$ cat src/wsenc_pkg.sv
// Shared types and constants for the client frame encoder.
// Holds the request and response transaction structs and the header codes.
// No dependencies.
package wsenc_pkg;

   typedef struct packed {
      logic        start_frame;
      logic        final_fragment;
      logic [62:0] payload_length;
      logic [31:0] mask_key;
      logic        has_byte;
      logic [7:0]  payload_byte;
   } req_type;

   typedef struct packed {
      logic [7:0] out_byte;
      logic       is_header;
      logic       frame_end;
   } rsp_type;

   // One wire byte handed from the sequencer to the output register.
   typedef struct packed {
      logic    valid;
      rsp_type data;
   } wsenc_push_type;

   localparam logic [7:0]  FIN_BIT   = 8'h80;
   localparam logic [7:0]  OPC_TEXT  = 8'h01;
   localparam logic [7:0]  MASK_BIT  = 8'h80;
   localparam logic [62:0] SHORT_MAX = 63'd125;
   localparam logic [62:0] MID_MAX   = 63'hFFFF;
   localparam logic [7:0]  CODE16    = 8'd126;
   localparam logic [7:0]  CODE64    = 8'd127;

   // Header lengths in bytes for the three length encodings.
   localparam logic [3:0]  HDR_SHORT = 4'd6;
   localparam logic [3:0]  HDR_MID   = 4'd8;
   localparam logic [3:0]  HDR_LONG  = 4'd14;

   // Position of the first mask key byte for each encoding.
   localparam logic [3:0]  KEY_SHORT = 4'd2;
   localparam logic [3:0]  KEY_MID   = 4'd4;
   localparam logic [3:0]  KEY_LONG  = 4'd10;

endpackage

$ cat src/wsenc_hdr_mux.sv
// Header byte selection for one frame start transaction.
// Picks the header, length or mask byte at a given position and reports the header length.
// Depends on wsenc_pkg.
module wsenc_hdr_mux import wsenc_pkg::*; (
   input  req_type    item,
   input  logic [3:0] step,
   output logic [7:0] hdr_byte,
   output logic [3:0] hdr_count,
   output logic       hdr_end
);

   logic        is_short;
   logic        is_mid;
   logic [63:0] len64;
   logic [3:0]  key_base;
   logic [1:0]  key_idx;
   logic [2:0]  len_idx;
   logic [7:0]  key_byte;
   logic [7:0]  long_byte;
   logic [7:0]  code_byte;

   always_comb begin
      is_short  = item.payload_length <= SHORT_MAX;
      is_mid    = !is_short && (item.payload_length <= MID_MAX);
      len64     = {1'b0, item.payload_length};

      if (is_short) begin
         key_base  = KEY_SHORT;
         hdr_count = HDR_SHORT;
         code_byte = MASK_BIT | {1'b0, item.payload_length[6:0]};
      end else if (is_mid) begin
         key_base  = KEY_MID;
         hdr_count = HDR_MID;
         code_byte = MASK_BIT | CODE16;
      end else begin
         key_base  = KEY_LONG;
         hdr_count = HDR_LONG;
         code_byte = MASK_BIT | CODE64;
      end

      key_idx  = 2'(step - key_base);
      key_byte = 8'(item.mask_key >> {key_idx, 3'b000});

      // The 64-bit length goes out most significant byte first.
      len_idx   = 3'(step - 4'd2);
      long_byte = 8'(len64 >> {~len_idx, 3'b000});

      if (step == 4'd0) begin
         hdr_byte = OPC_TEXT | (item.final_fragment ? FIN_BIT : 8'h00);
      end else if (step == 4'd1) begin
         hdr_byte = code_byte;
      end else if (step >= key_base) begin
         hdr_byte = key_byte;
      end else if (is_mid) begin
         hdr_byte = (step == 4'd2) ? item.payload_length[15:8] : item.payload_length[7:0];
      end else begin
         hdr_byte = long_byte;
      end

      // An empty frame ends on its last mask byte.
      hdr_end = (item.payload_length == 63'd0) && (step == HDR_SHORT - 4'd1);
   end

endmodule

$ cat src/wsenc_frame_seq.sv
// Frame sequencer: holds one request transaction, walks its wire bytes and keeps frame state.
// Hands one byte per cycle to the output register when it has room.
// Depends on wsenc_pkg and wsenc_hdr_mux.
module wsenc_frame_seq import wsenc_pkg::*; (
   input  logic           clock,
   input  logic           reset,
   input  logic           req_valid,
   output logic           req_stall,
   input  req_type        req_data,
   input  logic           out_ready,
   output wsenc_push_type push
);

   logic        item_valid_ff, item_valid_in;
   req_type     item_ff;
   logic [3:0]  step_ff, step_in;
   logic [62:0] bytes_left_ff, bytes_left_in;
   logic [31:0] mask_store_ff, mask_store_in;
   logic [1:0]  mask_phase_ff, mask_phase_in;

   logic [7:0]  hdr_byte;
   logic [3:0]  hdr_count;
   logic        hdr_end;

   logic [62:0] eff_left;
   logic [31:0] eff_key;
   logic [1:0]  eff_phase;
   logic        emit;
   logic [3:0]  hdr_len;
   logic [3:0]  result_count;
   logic        in_payload;
   logic [7:0]  mask_byte;
   logic        push_fire;
   logic        item_done;

   wsenc_hdr_mux u_hdr_mux (
      .item      (item_ff),
      .step      (step_ff),
      .hdr_byte  (hdr_byte),
      .hdr_count (hdr_count),
      .hdr_end   (hdr_end)
   );

   always_comb begin
      // A frame start replaces the stored frame state before its own payload byte.
      eff_left  = item_ff.start_frame ? item_ff.payload_length : bytes_left_ff;
      eff_key   = item_ff.start_frame ? item_ff.mask_key : mask_store_ff;
      eff_phase = item_ff.start_frame ? 2'd0 : mask_phase_ff;
      emit      = item_ff.has_byte && (eff_left != 63'd0);

      hdr_len      = item_ff.start_frame ? hdr_count : 4'd0;
      result_count = hdr_len + {3'd0, emit};
      in_payload   = (step_ff == hdr_len);
      mask_byte    = 8'(eff_key >> {eff_phase, 3'b000});

      push_fire = item_valid_ff && (result_count != 4'd0) && out_ready;
      if (result_count == 4'd0) begin
         item_done = item_valid_ff;
      end else begin
         item_done = push_fire && (step_ff == result_count - 4'd1);
      end

      push.valid = push_fire;
      if (in_payload) begin
         push.data.out_byte  = item_ff.payload_byte ^ mask_byte;
         push.data.is_header = 1'b0;
         push.data.frame_end = (eff_left == 63'd1);
      end else begin
         push.data.out_byte  = hdr_byte;
         push.data.is_header = 1'b1;
         push.data.frame_end = hdr_end;
      end

      req_stall     = item_valid_ff && !item_done;
      item_valid_in = req_stall ? item_valid_ff : req_valid;

      if (item_done) begin
         step_in = 4'd0;
      end else if (push_fire) begin
         step_in = step_ff + 4'd1;
      end else begin
         step_in = step_ff;
      end

      bytes_left_in = bytes_left_ff;
      mask_store_in = mask_store_ff;
      mask_phase_in = mask_phase_ff;
      if (item_done) begin
         bytes_left_in = emit ? eff_left - 63'd1 : eff_left;
         mask_store_in = eff_key;
         mask_phase_in = emit ? eff_phase + 2'd1 : eff_phase;
      end
   end

   always_ff @(posedge clock) begin
      if (reset) begin
         item_valid_ff <= 1'b0;
         step_ff       <= 4'd0;
         bytes_left_ff <= 63'd0;
         mask_store_ff <= 32'd0;
         mask_phase_ff <= 2'd0;
      end else begin
         item_valid_ff <= item_valid_in;
         step_ff       <= step_in;
         bytes_left_ff <= bytes_left_in;
         mask_store_ff <= mask_store_in;
         mask_phase_ff <= mask_phase_in;
      end
   end

   always_ff @(posedge clock) begin
      if (req_valid && !req_stall) begin
         item_ff <= req_data;
      end
   end

   // The byte counter stays inside the result list of the held transaction.
   a_step_in_range: assert property (@(posedge clock) disable iff (reset)
      push_fire |-> (step_ff < result_count))
      else $error("sequencer step past the last wire byte");

   // With no transaction held the byte counter rests at zero.
   a_step_idle: assert property (@(posedge clock) disable iff (reset)
      !item_valid_ff |-> (step_ff == 4'd0))
      else $error("sequencer step not cleared while idle");

   // A byte is only handed over when the output register can take it.
   a_push_room: assert property (@(posedge clock) disable iff (reset)
      push.valid |-> out_ready)
      else $error("byte pushed into a full output register");

   // After the byte marked as frame end, no payload bytes remain expected.
   a_end_clears: assert property (@(posedge clock) disable iff (reset)
      (push_fire && in_payload && push.data.frame_end) |=> (bytes_left_ff == 63'd0))
      else $error("frame end sent with payload bytes still expected");

endmodule

$ cat src/wsenc_out_reg.sv
// Output register for the response channel.
// Holds one wire byte until the receiver takes it; tells the sequencer when it has room.
// Depends on wsenc_pkg.
module wsenc_out_reg import wsenc_pkg::*; (
   input  logic           clock,
   input  logic           reset,
   input  wsenc_push_type push,
   output logic           out_ready,
   output logic           rsp_valid,
   input  logic           rsp_stall,
   output rsp_type        rsp_data
);

   logic    rsp_valid_ff, rsp_valid_in;
   rsp_type rsp_data_ff;

   always_comb begin
      out_ready = !rsp_valid_ff || !rsp_stall;
      if (push.valid) begin
         rsp_valid_in = 1'b1;
      end else begin
         rsp_valid_in = rsp_valid_ff && rsp_stall;
      end
   end

   always_ff @(posedge clock) begin
      if (reset) begin
         rsp_valid_ff <= 1'b0;
      end else begin
         rsp_valid_ff <= rsp_valid_in;
      end
   end

   always_ff @(posedge clock) begin
      if (push.valid) begin
         rsp_data_ff <= push.data;
      end
   end

   assign rsp_valid = rsp_valid_ff;
   assign rsp_data  = rsp_data_ff;

endmodule

$ cat src/websocket_client_frame_encoder_core.sv
// Masked client text frame encoder. Each request transaction either opens a frame
// (start_frame set: FIN flag, 63-bit payload length and 32-bit mask key) or carries one
// payload byte, or both. Every wire byte comes out as its own response transaction with
// is_header and frame_end flags. A payload byte passes the request register, then the
// output register; a byte stream passes at one byte per cycle while rsp_stall is low. A
// frame start emits 6, 8 or 14 wire bytes for the short, 16-bit and 64-bit length headers,
// plus one if it carries a payload byte; the output register moves one wire byte per cycle
// while rsp_stall is low, and req_stall is high while they drain. Payload bytes beyond the
// declared length produce no response. A new frame start drops the rest of an open frame.
// Depends on wsenc_pkg, wsenc_frame_seq and wsenc_out_reg.
module websocket_client_frame_encoder_core import wsenc_pkg::*; (
   input  logic    clock,
   input  logic    reset,
   input  logic    req_valid,
   output logic    req_stall,
   input  req_type req_data,
   output logic    rsp_valid,
   input  logic    rsp_stall,
   output rsp_type rsp_data
);

   wsenc_push_type push;
   logic           out_ready;

   wsenc_frame_seq u_frame_seq (
      .clock     (clock),
      .reset     (reset),
      .req_valid (req_valid),
      .req_stall (req_stall),
      .req_data  (req_data),
      .out_ready (out_ready),
      .push      (push)
   );

   wsenc_out_reg u_out_reg (
      .clock     (clock),
      .reset     (reset),
      .push      (push),
      .out_ready (out_ready),
      .rsp_valid (rsp_valid),
      .rsp_stall (rsp_stall),
      .rsp_data  (rsp_data)
   );

endmodule
$ cat config.mk
export PLATFORM = sky130hd
export DESIGN_NAME = websocket_client_frame_encoder_core
export DESIGN_NICKNAME = d
export VERILOG_FILES = /design/src/wsenc_pkg.sv /design/src/wsenc_hdr_mux.sv /design/src/wsenc_frame_seq.sv /design/src/wsenc_out_reg.sv /design/src/websocket_client_frame_encoder_core.sv
export SDC_FILE = /design/constraint.sdc
export NUM_CORES = 1
export LEC_CHECK = 0
export ABC_AREA = 1
export BUFFER_PORTS_ARGS = -buffer_cell sky130_fd_sc_hd__buf_2
export CORE_ASPECT_RATIO = 1.25
export CORE_MARGIN = 8
export CORE_UTILIZATION = 35
export CTS_CLUSTER_SIZE = 14
export DETAILED_ROUTE_END_ITERATION = 8
export GPL_TIMING_DRIVEN = 0
export PLACE_DENSITY = 0.56
export SLEW_MARGIN = 10
export SYNTH_ARGS = -nofsm -noshare
export SYNTH_HDL_FRONTEND = slang
export SYNTH_SLANG_ARGS = --single-unit
export TNS_END_PERCENT = 50
$ cat constraint.sdc
create_clock -name clock -period 11.29 [get_ports clock]
set_input_delay 2.258 -clock clock [delete_from_list [all_inputs] [get_ports clock]]
set_output_delay 2.258 -clock clock [all_outputs]
set_load 0.02 [all_outputs]
Word-level counts from Yosys, hierarchy flattened
Index checks and enable logic that the tools add are counted.
{ "classes": {"n_addsub": 7, "n_mul": 0, "div_mod_pow": 0, "magnitude_cmp": 3, "n_eq_ne": 6, "shifts": 3, "muxes": 21, "bitwise": 2, "n_reduce_logical": 21} }
{ "op_table": {"columns": ["cell", "count"], "rows": [
  ["$mux W63", 2],
  ["$shr A32 B5 Y8", 2],
  ["$eq A63 B1 Y1 const B", 1],
  ["$le A63 B16 Y1 const B", 1],
  ["$le A63 B7 Y1 const B", 1],
  ["$logic_not A63 Y1", 1],
  ["$reduce_bool A63 Y1", 1],
  ["$shr A63 B6 Y8", 1],
  ["$sub A63 B1 Y63 const B", 1],
  ["$mux W8", 6],
  ["$mux W32", 1],
  ["$mux W4", 4],
  ["$mux W10", 1],
  ["$logic_and A1 B1 Y1", 9],
  ["$eq A4 B4 Y1", 2],
  ["$logic_not A4 Y1", 2],
  ["$xor A8 B8 Y8", 1],
  ["$mux W7", 1],
  ["$logic_not A1 Y1", 5],
  ["$add A4 B1 Y4", 1],
  ["$add A4 B1 Y4 const B", 1],
  ["$eq A4 B1 Y1 const B", 1],
  ["$eq A4 B2 Y1 const B", 1],
  ["$eq A4 B3 Y1 const B", 1],
  ["12 further kinds", 15]
]} }
{ "totals": {"register_bits": 219, "latchBits": 0, "ramBits": 0, "rom_bits": 0, "output_inout_bits": 12, "elab_cells": 78, "n_memories": 0} }

Depth between registers and ports, before layout
{ "depth": {"ltp_word": 16, "depth_mapped": 26} }

Cells and area by module
Synthesis repeated with hierarchy kept, for this count alone.
{ "hier_totals": {"hier_cells": 2457, "hier_area_um2": 15607.5} }
{ "by_module_without_submodules": {"columns": ["module", "n_inst", "cells_per_inst", "area_per_inst_um2", "seq_area_each_um2"], "rows": [
  ["wsenc_frame_seq", 1, 2050, 13332.8, 5225.0],
  ["wsenc_hdr_mux", 1, 393, 1935.6, 0.0],
  ["wsenc_out_reg", 1, 14, 339.1, 320.3]
]} }

Worst setup path before layout
OpenSTA, ideal clock, no wires.
{ "synth_timing": {"path_kind": "flip-flop to flip-flop", "startpoint": "register u_frame_seq.item_ff[105] (netlist bit)", "endpoint": "register u_frame_seq.item_ff[0] (netlist bit) (enable)", "setup_ns": 0.572, "arrival_time_ns": 8.012, "t_required_ns": 10.718, "setup_slack_ns": 2.706, "path_stages_with_launch": 23, "period_less_slack_ns": 8.584, "cell_sequence": "edfxtp_1 -> buf_6 -> buf_4 -> buf_2 -> o21ai_0 -> ha_1 -> nand3_1 -> nor2_1 -> nand2_1 -> nor2_1 -> nand2_1 -> nand2_1 -> inv_2 -> clkbuf_1 -> ha_1 -> xor2_1 -> nor3_1 -> nand2_1 -> nor2_2 -> nand2_4 -> nand2_1 -> inv_1 -> nor2_1"} }
{ "synth_between": {"elab_chain_cells": 13} }
{ "synth_lines": {"columns": ["element", "line", "text"], "rows": [
  ["from (decl)", "wsenc_frame_seq.sv:15", "req_type item_ff;"],
  ["from (signal assigned)", "wsenc_frame_seq.sv:113", "item_ff <= req_data;"],
  ["$mux W63", "wsenc_frame_seq.sv:46", "eff_left = item_ff.start_frame ? item_ff.payload_length : bytes_left_ff;"],
  ["$reduce_bool A63 Y1", "wsenc_frame_seq.sv:49", "emit = item_ff.has_byte && (eff_left != 63'd0);"],
  ["$logic_and A1 B1 Y1", "wsenc_frame_seq.sv:49", null],
  ["$add A4 B1 Y4 (*)", "wsenc_frame_seq.sv:52", "result_count = hdr_len + {3'd0, emit};"],
  ["parallel branches: the longest is 4 deep, another holds $sub A4 B1 Y4", null, null],
  ["$mux W1 (*)", "wsenc_frame_seq.sv:57", "if (result_count == 4'd0) begin"],
  ["$logic_not A1 Y1 (*)", "wsenc_frame_seq.sv:74", "req_stall = item_valid_ff && !item_done;"],
  ["$logic_and A1 B1 Y1 (*)", "wsenc_frame_seq.sv:74", null],
  ["net req_stall", "websocket_client_frame_encoder_core.sv:15", "output logic req_stall,"],
  ["$logic_not A1 Y1 (*)", "wsenc_frame_seq.sv:112", "if (req_valid && !req_stall) begin"],
  ["$logic_and A1 B1 Y1 (*)", "wsenc_frame_seq.sv:112", null]
]} }
Mark *: on every way through the listed nets, which the timed path passes.
A chain may end at the register's enable or synchronous reset.

Final worst setup path
{ "layout_timing": {"startpoint": "register u_frame_seq.item_ff[105] (netlist bit)", "endpoint": "output port req_stall"} }
{ "layout_between": {"elab_chain_cells": 11} }
{ "layout_lines": {"columns": ["element", "line"], "rows": [
  ["$mux W63", "wsenc_frame_seq.sv:46"],
  ["$reduce_bool A63 Y1", "wsenc_frame_seq.sv:49"],
  ["$logic_and A1 B1 Y1", "wsenc_frame_seq.sv:49"],
  ["$add A4 B1 Y4 (*)", "wsenc_frame_seq.sv:52"],
  ["parallel branches: the longest is 4 deep, another holds $sub A4 B1 Y4", null],
  ["$mux W1 (*)", "wsenc_frame_seq.sv:57"],
  ["$logic_not A1 Y1 (*)", "wsenc_frame_seq.sv:74"],
  ["$logic_and A1 B1 Y1 (*)", "wsenc_frame_seq.sv:74"],
  ["to (decl)", "websocket_client_frame_encoder_core.sv:15"]
]} }
Every way passes the cells marked *.

==> reports/qor.json <==
{
  "outcome": {
    "run_status": "finished, final reports clean"
  },
  "logic_synthesis": {
    "synthCells": 1991,
    "post-synth-top-area-cell": "sky130_fd_sc_hd__edfxtp_1",
    "synthMostInstantiatedCell": "sky130_fd_sc_hd__nand2_1",
    "synth.top_cells.by_count": "636 x sky130_fd_sc_hd__nand2_1, 367 x sky130_fd_sc_hd__nor2_1, 143 x sky130_fd_sc_hd__inv_1, 116 x sky130_fd_sc_hd__edfxtp_1, 109 x sky130_fd_sc_hd__o21ai_0",
    "yosysSeqAreaShare": 0.408,
    "synth_top_area_cells": "sky130_fd_sc_hd__edfxtp_1 26%, sky130_fd_sc_hd__nand2_1 18%, sky130_fd_sc_hd__dfxtp_1 15%",
    "ys.flop_type": "sky130_fd_sc_hd__edfxtp_1",
    "synth.top_cell.area_share": 0.256,
    "synth-edff-count": 116,
    "netlist_area_sq_um": 13600,
    "synth.avg_cell_area_sq_um": 6.83,
    "synth_warnings": 0,
    "total_nets_after_synthesis": 2114,
    "asyncSetResetFlopFracSynth": 0,
    "synth.distinct_cells": 41,
    "post_synthesis_sequential_element_count": 219
  },
  "worst_setup_path": {
    "critical_path.reg2reg.endpoint": "u_frame_seq.item_ff[69]",
    "timing.reg2reg.setup_slack_ns": 4.41,
    "required_ns": 9.03,
    "setup.worst_path.start_class": "flip-flop",
    "timing.critical_path.arrival_ns": 6.15,
    "critPathKind": "flip-flop to output port",
    "depth_of_the_worst_register_to_register_path": 24,
    "endpoint_kind": "output port",
    "r2r_start": "u_frame_seq.item_ff[105]",
    "worstPathMaxFanout": 10
  },
  "clocking": {
    "cts_max_level": 1,
    "cts_tree": "built",
    "cts_root_buf": "sky130_fd_sc_hd__clkbuf_16",
    "cts-buffers-inserted": 24,
    "cts-root-to-sink-buffers": 3,
    "clk_transition_reported_paths_ns": 0.06,
    "post-cts-setup-buffers": 0,
    "clkLatencyLatePin_ns": 0.56,
    "post_cts.resized_instances": 0,
    "cts_num_sinks": 219,
    "post_cts_hold_buffer_count": 0
  },
  "power": {
    "sequentialPowerShare": 0.433,
    "vdd_ir_drop_max_uv": 131,
    "total_power_after_layout_mw": 2.14,
    "internal_power_mw": 1.47,
    "clock_power_share": 0.376,
    "power_switching_mw": 0.664,
    "comb_power_share": 0.190,
    "swShare": 0.311,
    "cellLeakagePower_nw": 6.90,
    "power.density_cell_area_nw_per_um2": 136
  },
  "drt": {
    "route.detailed.drc": 0,
    "postRouteWirelength_microns": 58600,
    "firstDrtPassIters": 6,
    "vias": 14000,
    "drt-initial-drc-count": 1395,
    "route.antenna.remaining_nets": 0,
    "detail_route.vias_per_cell": 5.27,
    "average_wire_length_per_cell_after_detail_routing_microns": 22.1
  },
  "placed_design": {
    "gpl.final_weighted_congestion": 0.997,
    "dp.final_hpwl_microns": 47500,
    "placed_cells": 2607,
    "port-buffer-count": 121
  },
  "run": {
    "drv_cap": 0
  },
  "grt": {
    "grt_max_degree": 32,
    "first_global_vias": 13800,
    "grt_antenna_before_repair": 0,
    "grt.total_usage": 0.254,
    "leftover_overflow_at_the_end_of_global_routing": 0,
    "grt_pass1_wl_microns": 86700
  },
  "floorplan": {
    "initial_utilization": 0.356,
    "io-pin-count": 122,
    "rows": 80,
    "die_area_sq_um": 45500,
    "design.core.area_sq_um": 38200,
    "die_width_microns": 192,
    "vertical_die_dimension_microns": 236
  },
  "layout": {
    "drive_gt1_frac": 0.101,
    "synthToLayoutAreaGrowth_pct": 15.4,
    "nFillCells": 4133,
    "finalNonFillerCells": 2651,
    "final_nets": 2264,
    "diodes": 0
  },
  "hold_path": {
    "hold_start": "u_frame_seq.bytes_left_ff[40]",
    "hold_class": "flip-flop to flip-flop",
    "hold_path_depth": 2,
    "worst_hold_path.endpoint": "u_frame_seq.bytes_left_ff[40]"
  },
  "sta": {
    "final_min_period_over_clock_period": 0.745,
    "final_max_tran_viols": 0,
    "fin_skew_ns": 0.0317,
    "final.min_clock_period_ns": 8.41,
    "tightestPinTransition_ns": 0.985,
    "finalSetupViolations": 0,
    "clock.fmax_mhz": 119,
    "rsz0062_at_grt": "false",
    "hold_viol": 0,
    "timing.slew.headroom": 0.337
  }
}
## registers in the layout (all words and copies together) (netlist names)
signal / flops
u_frame_seq.item_ff: 106
u_out_reg.rsp_valid: 1
u_frame_seq.item_valid_ff: 1
u_frame_seq.bytes_left_ff: 63
u_out_reg.rsp_data: 10
u_frame_seq.mask_phase_ff: 2
u_frame_seq.mask_store_ff: 32
u_frame_seq.step_ff: 4
## logic make-up (layout without fill, tap and decap cells)
family | after synthesis | after routing | share of synthesized area
AOI/OAI and AO/OA | 252 | 252 | 0.0961
xor gates and xnor gates | 56 | 56 | 0.0361
adders and majority gates | 13 | 13 | 0.0120
buffers and inverters | 236 | 404 | 0.0753
DFF | 219 | 219 | 0.408
muxes | 19 | 19 | 0.0140
and+or+nand+nor | 1196 | 1196 | 0.359
## cell type report
| cell class | count | area, sq um | share of cell area |
|---|---|---|---|
| timing repair buffer | 124 | 673 | 0.0429 |
| tap | 492 | 616 | 0.0392 |
| inverter | 150 | 568 | 0.0362 |
| buffer | 86 | 457 | 0.0291 |
| sequential | 219 | 5550 | 0.353 |
| clock inverter | 10 | 116 | 0.00741 |
| multi-input combinational | 1536 | 7040 | 0.449 |
| clock buffer | 34 | 678 | 0.0432 |
## critical path, cell delays in order (launching register included)
cell	delay [ns]
sky130_fd_sc_hd__edfxtp_1	0.38
sky130_fd_sc_hd__buf_6	0.16
sky130_fd_sc_hd__buf_4	0.16
sky130_fd_sc_hd__buf_2	0.20
sky130_fd_sc_hd__o21ai_0	0.69
sky130_fd_sc_hd__ha_1	0.35
sky130_fd_sc_hd__nand3_1	0.24
sky130_fd_sc_hd__nor2_1	0.23
sky130_fd_sc_hd__nand2_1	0.13
sky130_fd_sc_hd__nor2_1	0.17
sky130_fd_sc_hd__nand2_1	0.27
sky130_fd_sc_hd__nand2_1	0.47
sky130_fd_sc_hd__inv_2	0.18
sky130_fd_sc_hd__clkbuf_1	0.45
sky130_fd_sc_hd__ha_1	0.45
sky130_fd_sc_hd__xor2_1	0.14
sky130_fd_sc_hd__nor3_1	0.18
sky130_fd_sc_hd__nand2_1	0.09
sky130_fd_sc_hd__nor2_2	0.12
sky130_fd_sc_hd__nand2_4	0.14
sky130_fd_sc_hd__nand2_1	0.12
sky130_fd_sc_hd__inv_1	0.10
sky130_fd_sc_hd__buf_2	0.18
## through the flow
step	utilization	area [sq um]	worst slack, ns	setup TNS [ns]	hold slack (ns)
finish	0.410	15700	2.88	0	0.445
global route	0.410	15700	2.66	0	0.465
CTS	0.410	15700	2.99	0	0.450
detailed placement	0.390	14900	3.58	0	0.434
global placement	0.388	14800	-0.602	-61.81	0.429
floorplan	-	13600	2.71	0	0.419
## per-layer routing
metal  up-vias  share of wire  track usage
li1       6723              -            -
met1      6565           0.41        0.303
met2       561           0.48        0.437
met3       132          0.049       0.0282
met4         0          0.061        0.138
met5         -              0            0
## cells in the final DEF (no fill, tap or decap), drive strengths merged, types with 4 or more instances in the layout
master  netlist  layout
nand4        19      19
edfxtp      116     116
a31oi         5       5
a22oi         5       5
nand2       640     640
clkinv        2      10
o21ai       132     132
a21oi       101     101
nor2        376     376
or2           4       4
mux2i        19      19
nor3         14      14
inv         148     148
clkbuf       47      81
xnor2        17      17
nand3b       32      32
dfxtp       103     103
nand3       105     105
xor2         39      39
buf          39     163
ha           13      13
## worst max path at each step
stage	from	depth (start not counted)	slack, ns	endpoint
2_1_floorplan	u_frame_seq.item_ff[105]	22	2.71	u_frame_seq.item_ff[0]
3_3_place_gp	u_frame_seq.item_ff[105]	23	-0.60	u_frame_seq.item_ff[68]
3_5_place_dp	u_frame_seq.item_ff[105]	23	3.58	req_stall
4_1_cts	u_frame_seq.item_ff[105]	23	2.99	req_stall
5_1_grt	u_frame_seq.item_ff[105]	22	2.66	req_stall
6_report	u_frame_seq.item_ff[105]	22	2.88	req_stall
## power by group through the flow
stage	Clock (mW)	Sequential, mW	Combinational [mW]
after floorplan	0	0.929	0.246
after global placement	0	0.947	0.395
after detailed placement	0	0.941	0.400
after CTS	0.821	0.924	0.402
after global routing	0.844	0.928	0.445
final	0.804	0.925	0.407
Power figures use the tool's default switching activity.
